## config.mk

```make
export PLATFORM = sky130hd
export DESIGN_NAME = interval_split_point_generator_top
export DESIGN_NICKNAME = d
export VERILOG_FILES = /design/src/isp_pkg.sv /design/src/isp_core.sv /design/src/interval_split_point_generator_top.sv
export SDC_FILE = /design/constraint.sdc
export NUM_CORES = 2
export LEC_CHECK = 0
export ABC_AREA = 1
export BUFFER_PORTS_ARGS = -buffer_cell sky130_fd_sc_hd__buf_4
export CORE_MARGIN = 4
export CORE_UTILIZATION = 59
export CTS_BUF_LIST = sky130_fd_sc_hd__clkbuf_8
export DETAILED_ROUTE_END_ITERATION = 8
export GPL_TIMING_DRIVEN = 0
export PLACE_DENSITY = 0.86
export SYNTH_ARGS = -nofsm -noshare
export SYNTH_HDL_FRONTEND = slang
export SYNTH_SLANG_ARGS = --single-unit
export TNS_END_PERCENT = 20
```

## constraint.sdc

```tcl
create_clock -name clk_i -period 8 [get_ports clk_i]
set_input_delay 1.6 -clock clk_i [delete_from_list [all_inputs] [get_ports clk_i]]
set_output_delay 1.6 -clock clk_i [all_outputs]
set_load 0.01 [all_outputs]
```

## src/isp_pkg.sv

```systemverilog
// Shared constants and types of the interval split point generator.
`timescale 1ns / 1ps
`default_nettype none

package isp_pkg;

  localparam int MAX_INTERVALS = 32;

  localparam int NUM_W   = 6;
  localparam int POINT_W = 17;
  localparam int RATIO_W = 16;
  localparam int STRAT_W = 2;
  localparam int ADDR_W  = 3;
  localparam int DATA_W  = 32;

  localparam logic [POINT_W-1:0] ONE_Q16     = 17'h10000;
  localparam logic [POINT_W-1:0] ZERO_Q16    = 17'h00000;
  localparam logic [RATIO_W-1:0] RATIO_RESET = 16'h8000;

  // Cut strategies; the unused code behaves as STRAT_ALWAYS.
  localparam logic [STRAT_W-1:0] STRAT_ALWAYS = 2'd0;
  localparam logic [STRAT_W-1:0] STRAT_ODD    = 2'd1;
  localparam logic [STRAT_W-1:0] STRAT_EVEN   = 2'd2;
  localparam logic [STRAT_W-1:0] STRAT_RESET  = STRAT_ALWAYS;

  // Register selects, taken from paddr[2].
  localparam logic REG_RATIO    = 1'b0;
  localparam logic REG_STRATEGY = 1'b1;

  typedef struct packed {
    logic [RATIO_W-1:0] ratio;
    logic [STRAT_W-1:0] strategy;
  } cfg_t;

endpackage

`default_nettype wire

```

## src/isp_core.sv

```systemverilog
// Split engine: interval memories, largest-interval scan, cut and ordered readout.
`timescale 1ns / 1ps
`default_nettype none

module isp_core #(
  parameter int MaxIntervals = isp_pkg::MAX_INTERVALS
) (
  input  wire logic                        clk_i,
  input  wire logic                        rst_ni,
  input  wire isp_pkg::cfg_t               cfg_i,
  input  wire logic                        in_valid_i,
  output logic                             in_stall_o,
  input  wire logic [isp_pkg::NUM_W-1:0]   num_points_i,
  output logic                             out_valid_o,
  input  wire logic                        out_stall_i,
  output logic [isp_pkg::POINT_W-1:0]      split_point_o,
  output logic                             last_point_o
);
  import isp_pkg::*;

  localparam int IdxW  = (MaxIntervals > 1) ? $clog2(MaxIntervals) : 1;
  localparam int CntW  = $clog2(MaxIntervals + 1);
  localparam int ProdW = 2 * POINT_W;

  typedef enum logic [10:0] {
    S_IDLE      = 11'b000_0000_0001,
    S_SCAN      = 11'b000_0000_0010,
    S_SDRAIN    = 11'b000_0000_0100,
    S_MUL       = 11'b000_0000_1000,
    S_CUT       = 11'b000_0001_0000,
    S_WR_NEW    = 11'b000_0010_0000,
    S_WR_OLD    = 11'b000_0100_0000,
    S_EMIT_RD   = 11'b000_1000_0000,
    S_EMIT_WAIT = 11'b001_0000_0000,
    S_EMIT_OUT  = 11'b010_0000_0000,
    S_LAST_OUT  = 11'b100_0000_0000
  } state_e;

  // Each entry keeps its start and a link to the entry that follows it in
  // ascending order, so the readout walks the list instead of sorting.
  typedef struct packed {
    logic [POINT_W-1:0] start;
    logic [IdxW-1:0]    nxt;
  } entry_t;

  state_e state_q, state_d;

  entry_t             entry_mem_q [MaxIntervals];
  logic [POINT_W-1:0] end_mem_q   [MaxIntervals];
  entry_t             rd_entry_q;
  logic [POINT_W-1:0] rd_end_q;

  logic               mem_we;
  logic [IdxW-1:0]    mem_waddr;
  entry_t             mem_wentry;
  logic [POINT_W-1:0] mem_wend;
  logic [IdxW-1:0]    mem_raddr;

  logic [CntW-1:0] n_q, n_d;
  logic [CntW-1:0] total_q, total_d;
  logic [CntW-1:0] emit_cnt_q, emit_cnt_d;
  logic [IdxW-1:0] scan_idx_q, scan_idx_d;
  logic [IdxW-1:0] cmp_idx_q, cmp_idx_d;
  logic            cmp_vld_q, cmp_vld_d;
  logic [IdxW-1:0] ptr_q, ptr_d;
  logic            out_valid_q, out_valid_d;

  logic [POINT_W-1:0] best_size_q, best_size_d;
  logic [IdxW-1:0]    best_idx_q, best_idx_d;
  logic [POINT_W-1:0] best_start_q, best_start_d;
  logic [POINT_W-1:0] best_end_q, best_end_d;
  logic [IdxW-1:0]    best_next_q, best_next_d;
  logic [ProdW-1:0]   prod_q, prod_d;
  logic [POINT_W-1:0] cut_q, cut_d;
  logic [POINT_W-1:0] out_point_q, out_point_d;
  logic               out_last_q, out_last_d;

  logic [NUM_W-1:0]   pm1;
  logic [NUM_W-1:0]   total_lim;
  logic [CntW-1:0]    total_calc;
  logic [POINT_W-1:0] ratio_ext;
  logic [POINT_W-1:0] ratio_inv;
  logic [POINT_W-1:0] frac;
  logic [POINT_W-1:0] cmp_size;

  // Request size: at least one interval, at most the table depth.
  always_comb begin
    pm1        = (num_points_i < NUM_W'(2)) ? NUM_W'(1) : (num_points_i - NUM_W'(1));
    total_lim  = NUM_W'(MaxIntervals);
    total_calc = CntW'((pm1 > total_lim) ? total_lim : pm1);
  end

  always_comb begin
    ratio_ext = {1'b0, cfg_i.ratio};
    ratio_inv = ONE_Q16 - ratio_ext;
    case (cfg_i.strategy)
      STRAT_ODD:  frac = n_q[0] ? ratio_ext : ratio_inv;
      STRAT_EVEN: frac = n_q[0] ? ratio_inv : ratio_ext;
      default:    frac = ratio_ext;
    endcase
  end

  // Largest-interval tracking; a strict compare keeps the lowest index on ties.
  assign cmp_size = rd_end_q - rd_entry_q.start;

  always_comb begin
    best_size_d  = best_size_q;
    best_idx_d   = best_idx_q;
    best_start_d = best_start_q;
    best_end_d   = best_end_q;
    best_next_d  = best_next_q;
    if (cmp_vld_q && ((cmp_idx_q == '0) || (cmp_size > best_size_q))) begin
      best_size_d  = cmp_size;
      best_idx_d   = cmp_idx_q;
      best_start_d = rd_entry_q.start;
      best_end_d   = rd_end_q;
      best_next_d  = rd_entry_q.nxt;
    end
  end

  always_comb begin
    state_d     = state_q;
    n_d         = n_q;
    total_d     = total_q;
    emit_cnt_d  = emit_cnt_q;
    scan_idx_d  = scan_idx_q;
    cmp_idx_d   = cmp_idx_q;
    cmp_vld_d   = 1'b0;
    ptr_d       = ptr_q;
    out_valid_d = out_valid_q;
    out_point_d = out_point_q;
    out_last_d  = out_last_q;
    prod_d      = prod_q;
    cut_d       = cut_q;
    mem_we      = 1'b0;
    mem_waddr   = '0;
    mem_wentry  = '{start: ZERO_Q16, nxt: '0};
    mem_wend    = ONE_Q16;
    mem_raddr   = ptr_q;

    unique case (state_q)
      S_IDLE: begin
        if (in_valid_i) begin
          total_d    = total_calc;
          n_d        = CntW'(1);
          scan_idx_d = '0;
          ptr_d      = '0;
          emit_cnt_d = '0;
          mem_we     = 1'b1;
          state_d    = (total_calc == CntW'(1)) ? S_EMIT_RD : S_SCAN;
        end
      end
      S_SCAN: begin
        mem_raddr  = scan_idx_q;
        cmp_vld_d  = 1'b1;
        cmp_idx_d  = scan_idx_q;
        scan_idx_d = scan_idx_q + IdxW'(1);
        if (CntW'(scan_idx_q) == (n_q - CntW'(1))) begin
          state_d = S_SDRAIN;
        end
      end
      S_SDRAIN: begin
        state_d = S_MUL;
      end
      S_MUL: begin
        prod_d  = ProdW'(frac) * ProdW'(best_size_q);
        state_d = S_CUT;
      end
      S_CUT: begin
        cut_d   = POINT_W'({1'b0, best_start_q} + prod_q[ProdW-1:16]);
        state_d = S_WR_NEW;
      end
      S_WR_NEW: begin
        // The upper part goes to the new entry and links in after the old one.
        mem_we     = 1'b1;
        mem_waddr  = n_q[IdxW-1:0];
        mem_wentry = '{start: cut_q, nxt: best_next_q};
        mem_wend   = best_end_q;
        state_d    = S_WR_OLD;
      end
      S_WR_OLD: begin
        mem_we     = 1'b1;
        mem_waddr  = best_idx_q;
        mem_wentry = '{start: best_start_q, nxt: n_q[IdxW-1:0]};
        mem_wend   = cut_q;
        n_d        = n_q + CntW'(1);
        scan_idx_d = '0;
        state_d    = ((n_q + CntW'(1)) == total_q) ? S_EMIT_RD : S_SCAN;
      end
      S_EMIT_RD: begin
        mem_raddr = ptr_q;
        state_d   = S_EMIT_WAIT;
      end
      S_EMIT_WAIT: begin
        out_point_d = rd_entry_q.start;
        out_last_d  = 1'b0;
        out_valid_d = 1'b1;
        ptr_d       = rd_entry_q.nxt;
        emit_cnt_d  = emit_cnt_q + CntW'(1);
        state_d     = S_EMIT_OUT;
      end
      S_EMIT_OUT: begin
        if (!out_stall_i) begin
          if (emit_cnt_q == total_q) begin
            out_point_d = ONE_Q16;
            out_last_d  = 1'b1;
            state_d     = S_LAST_OUT;
          end else begin
            out_valid_d = 1'b0;
            state_d     = S_EMIT_RD;
          end
        end
      end
      S_LAST_OUT: begin
        if (!out_stall_i) begin
          out_valid_d = 1'b0;
          state_d     = S_IDLE;
        end
      end
      default: begin
        state_d = S_IDLE;
      end
    endcase
  end

  always_ff @(posedge clk_i) begin
    if (mem_we) begin
      entry_mem_q[mem_waddr] <= mem_wentry;
      end_mem_q[mem_waddr]   <= mem_wend;
    end
    rd_entry_q <= entry_mem_q[mem_raddr];
    rd_end_q   <= end_mem_q[mem_raddr];
  end

  always_ff @(posedge clk_i or negedge rst_ni) begin
    if (!rst_ni) begin
      state_q     <= S_IDLE;
      n_q         <= '0;
      total_q     <= '0;
      emit_cnt_q  <= '0;
      scan_idx_q  <= '0;
      cmp_idx_q   <= '0;
      cmp_vld_q   <= 1'b0;
      ptr_q       <= '0;
      out_valid_q <= 1'b0;
    end else begin
      state_q     <= state_d;
      n_q         <= n_d;
      total_q     <= total_d;
      emit_cnt_q  <= emit_cnt_d;
      scan_idx_q  <= scan_idx_d;
      cmp_idx_q   <= cmp_idx_d;
      cmp_vld_q   <= cmp_vld_d;
      ptr_q       <= ptr_d;
      out_valid_q <= out_valid_d;
    end
  end

  always_ff @(posedge clk_i) begin
    best_size_q  <= best_size_d;
    best_idx_q   <= best_idx_d;
    best_start_q <= best_start_d;
    best_end_q   <= best_end_d;
    best_next_q  <= best_next_d;
    prod_q       <= prod_d;
    cut_q        <= cut_d;
    out_point_q  <= out_point_d;
    out_last_q   <= out_last_d;
  end

  assign in_stall_o    = (state_q != S_IDLE);
  assign out_valid_o   = out_valid_q;
  assign split_point_o = out_point_q;
  assign last_point_o  = out_last_q;

  a_out_only_in_emit : assert property (@(posedge clk_i) disable iff (!rst_ni)
    out_valid_o |-> (state_q == S_EMIT_OUT || state_q == S_LAST_OUT))
    else $error("result beat outside the readout states");

  a_scan_below_total : assert property (@(posedge clk_i) disable iff (!rst_ni)
    (state_q == S_SCAN) |-> (n_q < total_q))
    else $error("split scan started with the table already full");

  a_cmp_in_range : assert property (@(posedge clk_i) disable iff (!rst_ni)
    cmp_vld_q |-> (CntW'(cmp_idx_q) < n_q))
    else $error("scan compared an entry beyond the live intervals");

  a_best_ordered : assert property (@(posedge clk_i) disable iff (!rst_ni)
    (state_q == S_MUL) |-> (best_end_q >= best_start_q))
    else $error("selected interval ends before it starts");

  a_last_after_all : assert property (@(posedge clk_i) disable iff (!rst_ni)
    (state_q == S_LAST_OUT) |-> (emit_cnt_q == total_q && last_point_o))
    else $error("closing beat sent before all interval starts");

endmodule

`default_nettype wire

```

## src/interval_split_point_generator_top.sv

```systemverilog
// Top level: register port for ratio and strategy, and the split engine.
//
// One request beat on num_points_i asks for P split points (P below 2 counts
// as 2, the interval count P-1 saturates at MaxIntervals). The block starts
// from [0,1), repeatedly cuts the largest interval and then returns the
// interval starts in ascending order, one result beat each, followed by a
// closing beat 65536 with last_point_o set. Values are Q1.16.
// The request stall stays high from acceptance until the closing beat has
// been taken, so one request is in flight at a time.
// For T intervals the engine accepts the request, then for each cut at
// count n runs a scan of n memory reads followed by drain, multiply, add
// and two write-backs, then reads out each interval start in turn and sends
// the closing beat. The scan over the single read port of the interval
// memories takes the bulk of the run time.
// While the receiver stalls, the pending result beat holds and the read
// pointer does not advance. Reset returns the engine to idle, ratio to 0.5
// and strategy to 0; the interval memories need no clearing, since each
// request writes every entry before reading it.
`timescale 1ns / 1ps
`default_nettype none

module interval_split_point_generator_top #(
  parameter int MaxIntervals = isp_pkg::MAX_INTERVALS
) (
  input  wire logic                         clk_i,
  input  wire logic                         rst_ni,
  input  wire logic                         psel,
  input  wire logic                         penable,
  input  wire logic                         pwrite,
  input  wire logic [isp_pkg::ADDR_W-1:0]   paddr,
  input  wire logic [isp_pkg::DATA_W-1:0]   pwdata,
  output logic      [isp_pkg::DATA_W-1:0]   prdata,
  output logic                              pready,
  input  wire logic                         in_valid_i,
  output logic                              in_stall_o,
  input  wire logic [isp_pkg::NUM_W-1:0]    num_points_i,
  output logic                              out_valid_o,
  input  wire logic                         out_stall_i,
  output logic      [isp_pkg::POINT_W-1:0]  split_point_o,
  output logic                              last_point_o
);
  import isp_pkg::*;

  cfg_t cfg_q, cfg_d;
  logic cfg_wr;

  assign pready = 1'b1;
  assign cfg_wr = psel && penable && pwrite && pready;

  always_comb begin
    cfg_d = cfg_q;
    if (cfg_wr) begin
      unique case (paddr[2])
        REG_RATIO:    cfg_d.ratio    = pwdata[RATIO_W-1:0];
        REG_STRATEGY: cfg_d.strategy = pwdata[STRAT_W-1:0];
        default:      cfg_d = cfg_q;
      endcase
    end
  end

  always_comb begin
    unique case (paddr[2])
      REG_RATIO:    prdata = DATA_W'(cfg_q.ratio);
      REG_STRATEGY: prdata = DATA_W'(cfg_q.strategy);
      default:      prdata = '0;
    endcase
  end

  always_ff @(posedge clk_i or negedge rst_ni) begin
    if (!rst_ni) begin
      cfg_q <= '{ratio: RATIO_RESET, strategy: STRAT_RESET};
    end else begin
      cfg_q <= cfg_d;
    end
  end

  isp_core #(
    .MaxIntervals (MaxIntervals)
  ) u_core (
    .clk_i         (clk_i),
    .rst_ni        (rst_ni),
    .cfg_i         (cfg_q),
    .in_valid_i    (in_valid_i),
    .in_stall_o    (in_stall_o),
    .num_points_i  (num_points_i),
    .out_valid_o   (out_valid_o),
    .out_stall_i   (out_stall_i),
    .split_point_o (split_point_o),
    .last_point_o  (last_point_o)
  );

endmodule

`default_nettype wire
```

Word level (Yosys, flattened, before mapping):

Memory sizes are Yosys's and may differ from the RTL's. A register that Yosys moved wholly into a read port is not among the register bits.
Cells that the tools add are included.
Widths: inputs -> output; s select.

* multiply operators: 1
* order comparisons: 3
* reduce and logical (&&, ||, !) cells: 20
* mux-type cells: 40
* equality and inequality tests: 24
* bitwise logic cells: 1
* add/sub/neg operators: 8

Operator list (number)
* $pmux 11 s11: 1
* $pmux 17 s2: 3
* $mux 17: 4
* $pmux 32 s2: 1
* $mux 11: 5
* $pmux 22 s2: 1
* $mul 17x17->33: 1
* $mux 6: 4
* $pmux 6 s2: 2
* $pmux 5 s2: 2
* $add 17x17->17: 1
* $gt 17x17->1: 1
* $sub 17x16->17 const A: 1
* $sub 17x17->17: 1
* $mux 8: 2
* $pmux 5 s3: 1
* $add 6x1->6 const B: 2
* $eq 6x6->1: 2
* $reduce_and 2->1: 6
* $sub 6x1->6 const B: 2
* $eq 11x1->1 const B: 1
* $eq 11x10->1 const B: 1
* $eq 11x11->1 const B: 1
* $eq 11x2->1 const B: 1
* 30 further kinds: 50

* output and inout bits: 53
* memories: 2
* RAM bits: 1248
* flip-flop bits (word level): 193
* word-level logic and storage cells: 119
* input bits: 48

Memories
* u_core.entry_mem_q: words 32, width 22, rd ports 1, clocked after memory_dff 1, wr ports 1, RTL line isp_core.sv:48 `entry_t entry_mem_q [MaxIntervals];`
* u_core.end_mem_q: words 32, width 17, rd ports 1, clocked after memory_dff 1, wr ports 1, RTL line isp_core.sv:49 `logic [POINT_W-1:0] end_mem_q [MaxIntervals];`

Depth between registers and ports, before layout:

* depth in word-level cells: 8
* depth in mapped cells: 37

Modules after synthesis:

A second synthesis with hierarchy kept.

* cell total of the unflattened synthesis: 7437
* area, all modules: 74501.5 um2

Modules (own cells, without submodules)
* isp_core: cells each 7301, sequential area each 42802.3 um2, area an instance 73489.2 um2, times used 1
* interval_split_point_generator_top: cells each 136, sequential area each 451.7 um2, area an instance 1012.2 um2, times used 1

Worst setup path after synthesis:

OpenSTA, ideal clock, no wires.

* path kind: register -> register
* from: register u_core.rd_end_q[0], read port of u_core.end_mem_q
* to: register u_core.best_end_q[0], enable pin
* path buffers: 0
* slack: 0.324 ns
* arrival: 7.102 ns
* setup time: 0.573 ns
* cell stages (with the launch flop): 20
* data required time: 7.427 ns
* cells stage by stage: dfxtp_1 inv_1 ha_1 inv_1 fa_1 nand3_1 nand2_1 nand2_1 o211ai_1 a21boi_0 o21bai_1 xor2_1 inv_1 ha_1 nand4_1 nor3_1 nand3_1 nor2_1 o21ai_0 a21boi_0

* longest elaborated chain between the ends: 4

Ends and longest elaborated chain
* start: declaration: RTL line isp_core.sv:51 `logic [POINT_W-1:0] rd_end_q;`
* $sub 17x17->17: RTL line isp_core.sv:104 `assign cmp_size = rd_end_q - rd_entry_q.start;`
* named net u_core.cmp_size[14]: RTL line isp_core.sv:84 `logic [POINT_W-1:0] cmp_size;`
* $gt 17x17->1: RTL line isp_core.sv:112 `if (cmp_vld_q && ((cmp_idx_q == '0) || (cmp_size > best_size_q))) begin`
* $logic_or 1x1->1: RTL line isp_core.sv:112
* $logic_and 1x1->1: RTL line isp_core.sv:112
* end signal: assignment: RTL line isp_core.sv:263 `best_end_q <= best_end_d;`
* end: declaration: RTL line isp_core.sv:71 `logic [POINT_W-1:0] best_end_q, best_end_d;`

The timed path passes the listed nets, and every way through them passes these cells.
A chain may end at the register's enable or synchronous reset.

Final worst setup path:

* from: register cfg_q[2] (netlist name)
* to: register u_core.prod_q[26], data pin

* longest elaborated chain between the ends: 4
* elaborated cells on any way between the ends: 5

Ends and longest elaborated chain
* start: declaration: RTL line interval_split_point_generator_top.sv:44 `cfg_t cfg_q, cfg_d;`
* start signal: assignment: RTL line interval_split_point_generator_top.sv:71 `cfg_q <= '{ratio: RATIO_RESET, strategy: STRAT_RESET};`
* start signal: assignment: RTL line interval_split_point_generator_top.sv:73 `cfg_q <= cfg_d;`
* $sub 17x16->17: RTL line isp_core.sv:95 `ratio_inv = ONE_Q16 - ratio_ext;`
* $mux 17, on equally long branches: RTL line isp_core.sv:98, isp_core.sv:97
* $pmux 17 s2 (*): RTL line isp_core.sv:96 `case (cfg_i.strategy)`
* $mul 17x17->33 (*): RTL line isp_core.sv:166 `prod_d = ProdW'(frac) * ProdW'(best_size_q);`
* end signal: assignment: RTL line isp_core.sv:265 `prod_q <= prod_d;`
* end: declaration: RTL line isp_core.sv:73 `logic [ProdW-1:0] prod_q, prod_d;`

Mark *: on every way between the ends. The rest lies on a longest branch, timed or not.

==> out/summary.txt <==
layout cells sized above 1 - 10.3%
top-area cell type share of the netlist area - 54.9%
die width - 363 µm
status - complete, no violations
post-DR wirelength/cell - 24.4 µm
Synth Register Bits - 1464
Layout area overhead - 12.3%
I/O Pins - 101
met3 Use GR - 12.3%
vias - 58400
DRT iter0 DRCs - 9653
beginning of the worst register-to-register path - cfg_q[2]
Yosys cell types - 54
routed wire length - 235000 µm
Pre-Repair DR Iteration Count - 9
Ys Warns - 0
critical path class - flop to flop
synthesized instance count - 7394
Worst setup EP type - flop
Residual DRC - 0
CP startpoint kind - flop
largest net degree at the start of global routing - 65
Placed Area - 79400 µm²
Syn Area/Cell - 10.1 µm²
TritonCTS clock tree - built
Slew @ Worst Pin - 1.37 ns
most used cell, CP - fa_1
period utilization - 95.6%
most frequent cells in the layout - nand2_1 (1717), nand3_1 (1387), edfxtp_1 (1361)
clock latency on the worst-skew pair - 0.97 ns
Critical Path Sink - u_core.prod_q[26]
share of the yosys chip area belonging to registers - 58.1%
Hold WS - 0.436 ns
Crit. Startpoint - cfg_q[2]
Final Wtd Congestion - 1.03
met2 Track Usage GR - 51.1%
Max-cap violations - 0
worst hold-check path type - flop to flop
final hold violation count - 0
Site Rows - 130
clock buffer depth - 3
Max Clk Rate - 0.131 GHz
critical path's slowest cell - fa_1
CTS clock-pin slew for the worst setup and hold paths - 0.06 ns
setup TNS - 0 ns
clk_skew - 0.0401 ns
crit path time final - 7.65 ns
crit path max fanout - 10
Root Buffer - clkbuf_8
Detailed Place HPWL - 172000 µm
Crit path largest cell delay - 0.54 ns
gr usage total - 35.2%
synthesized area - 74400 µm²
grt met1 use - 46.2%
RSZ-0062 raised after global routing - true
Worst R2R Path Depth - 32
Fill cells - 8852
Synth area leader - edfxtp_1
Final Max Tran Viols - 0
CP Data Arrival Time - 8.35 ns
Core ar. - 125000 µm²
Initial Util - 59.3%
global-route wire length before repair - 343000 µm
H-tree levels - 4
Final Instance Area - 83600 µm²
final setup fails - 0
Final Core Density - 66.6%
chip height - 363 µm
full die area - 132000 µm²
Req. time, crit path - 8.70 ns
vias in the first global route - 56000
clock sinks - 1464
initial antenna violation count - 20
Nets - 8198
Final ANT Viol Nets - 0
CTS Buf Count - 218
Port Buffers - 65
Rel. slew slack - 8.53%
synth top area cells - edfxtp_1 (55%), nand3_1 (9.3%), nand2_1 (8.7%)
flop-to-flop setup slack - 0.35 ns
GRT busiest layer - met2
Remaining Overflow, GRT - 0
DR vias/cell - 6.07
Worst R2R End - u_core.prod_q[26]
most common cell after layout, fill and taps aside - nand2_1
==> per-layer routing <==
metal,vias to the layer above,wire length (µm)
met5,-,44
met4,6,15700
met3,854,37800
met2,4722,99800
met1,27600,81700
li1,25200,-
==> repair_timing <==
item / CTS / global route
hold buffers: 0 / 0
gates resized for setup: 3 / 24
buffers inserted: 0 / 0
setup endpoints to repair: 2 / 15
==> layout make-up <==
class / instances / area, µm² / area share, %
Timing Repair Buffer: 139 / 2210 / 2.64
Sequential cell: 1464 / 43300 / 51.8
Tap cell: 1650 / 2060 / 2.47
Clock inverter: 177 / 903 / 1.08
Clock buffer: 226 / 3110 / 3.72
Buffer: 398 / 1990 / 2.38
Antenna cell: 19 / 47.5 / 0.0569
Inverter: 1125 / 4240 / 5.08
Multi-Input combinational cell: 4422 / 25800 / 30.8
==> cell usage after synthesis, drive strengths merged <==
master  instances
a211oi          1
a21boi          6
a21o            5
a21oi         123
a22o            2
a31oi           7
and2            3
and3            3
buf           274
clkbuf        124
clkinv         11
conb            2
dfrtp          62
dfstp           2
dfxtp          39
edfxtp       1361
fa            223
ha            159
inv          1114
nand2        1732
nand3        1392
nand3b        159
nand4          21
nor2          310
nor3           30
nor4            7
o211a           1
o211ai          6
o21a            5
o21ai         118
o21bai          7
o221ai          1
o22ai          13
o311ai          1
o31ai           3
or2             6
xnor2          19
xor2           42
==> sequential cells by signal (all words and copies together), names as in the netlist <==
signal                flops
u_core.best_end_q        17
u_core.ptr_q              5
u_core.emit_cnt_q         6
u_core.cmp_idx_q          5
u_core.best_start_q      17
u_core.end_mem_q        544
u_core.state_q           11
u_core.cmp_vld_q          1
u_core.rd_entry_q        22
u_core.best_next_q        5
u_core.split_point_o     17
u_core.best_size_q       17
cfg_q                    18
u_core.best_idx_q         5
u_core.prod_q            17
u_core.entry_mem_q      704
u_core.n_q                6
u_core.cut_q             17
u_core.out_valid_o        1
u_core.scan_idx_q         5
u_core.rd_end_q          17
u_core.total_q            6
u_core.last_point_o       1
==> critical path: cells and delay by family (launching register included) <==
family / cells / cell delay (ns)
adder cells (fa/ha/maj): 8 / 3.59
AND/OR/NAND/NOR: 13 / 1.77
XOR/XNOR: 1 / 0.11
buffers and inverters: 7 / 0.91
flip-flops: 1 / 0.35
AO/OA/AOI/OAI: 3 / 0.64
==> through the flow <==
step | worst slack (ns) | cells
after detailed placement | -0.0595 | 9198
after CTS | 0.00401 | 9601
final | 0.350 | 9620
after global placement | -2.56 | 9124
after floorplan | 0.324 | 7409
after global routing | -0.0149 | 9609
==> kinds of logic after synthesis <==
| logic type | after synthesis | share of synthesized area [%] |
|---|---|---|
| other | 2 | 0.0101 |
| adder cells (fa/ha/maj) | 382 | 8.67 |
| buffers and inverters | 1523 | 8.35 |
| AND/OR/NAND/NOR | 3663 | 21.9 |
| flip-flops | 1464 | 58.1 |
| AO/OA/AOI/OAI | 299 | 2.20 |
| XOR/XNOR | 61 | 0.718 |
==> how the worst min path moves through the flow <==
stage	start	cells after the start	slack [ns]	to
6_report	u_core.rd_entry_q[15]	0	0.44	u_core.best_start_q[10]
5_1_grt	u_core.rd_entry_q[15]	0	0.45	u_core.best_start_q[10]
4_1_cts	u_core.rd_entry_q[17]	0	0.43	u_core.best_start_q[12]
3_5_place_dp	u_core.rd_entry_q[15]	0	0.42	u_core.best_start_q[10]
3_3_place_gp	u_core.rd_entry_q[11]	0	0.41	u_core.best_start_q[6]
2_1_floorplan	u_core.rd_end_q[0]	0	0.41	u_core.best_end_q[0]
Power is not shown: default switching activity piles up to over one toggle a cycle in this logic, so the estimate is an artifact.
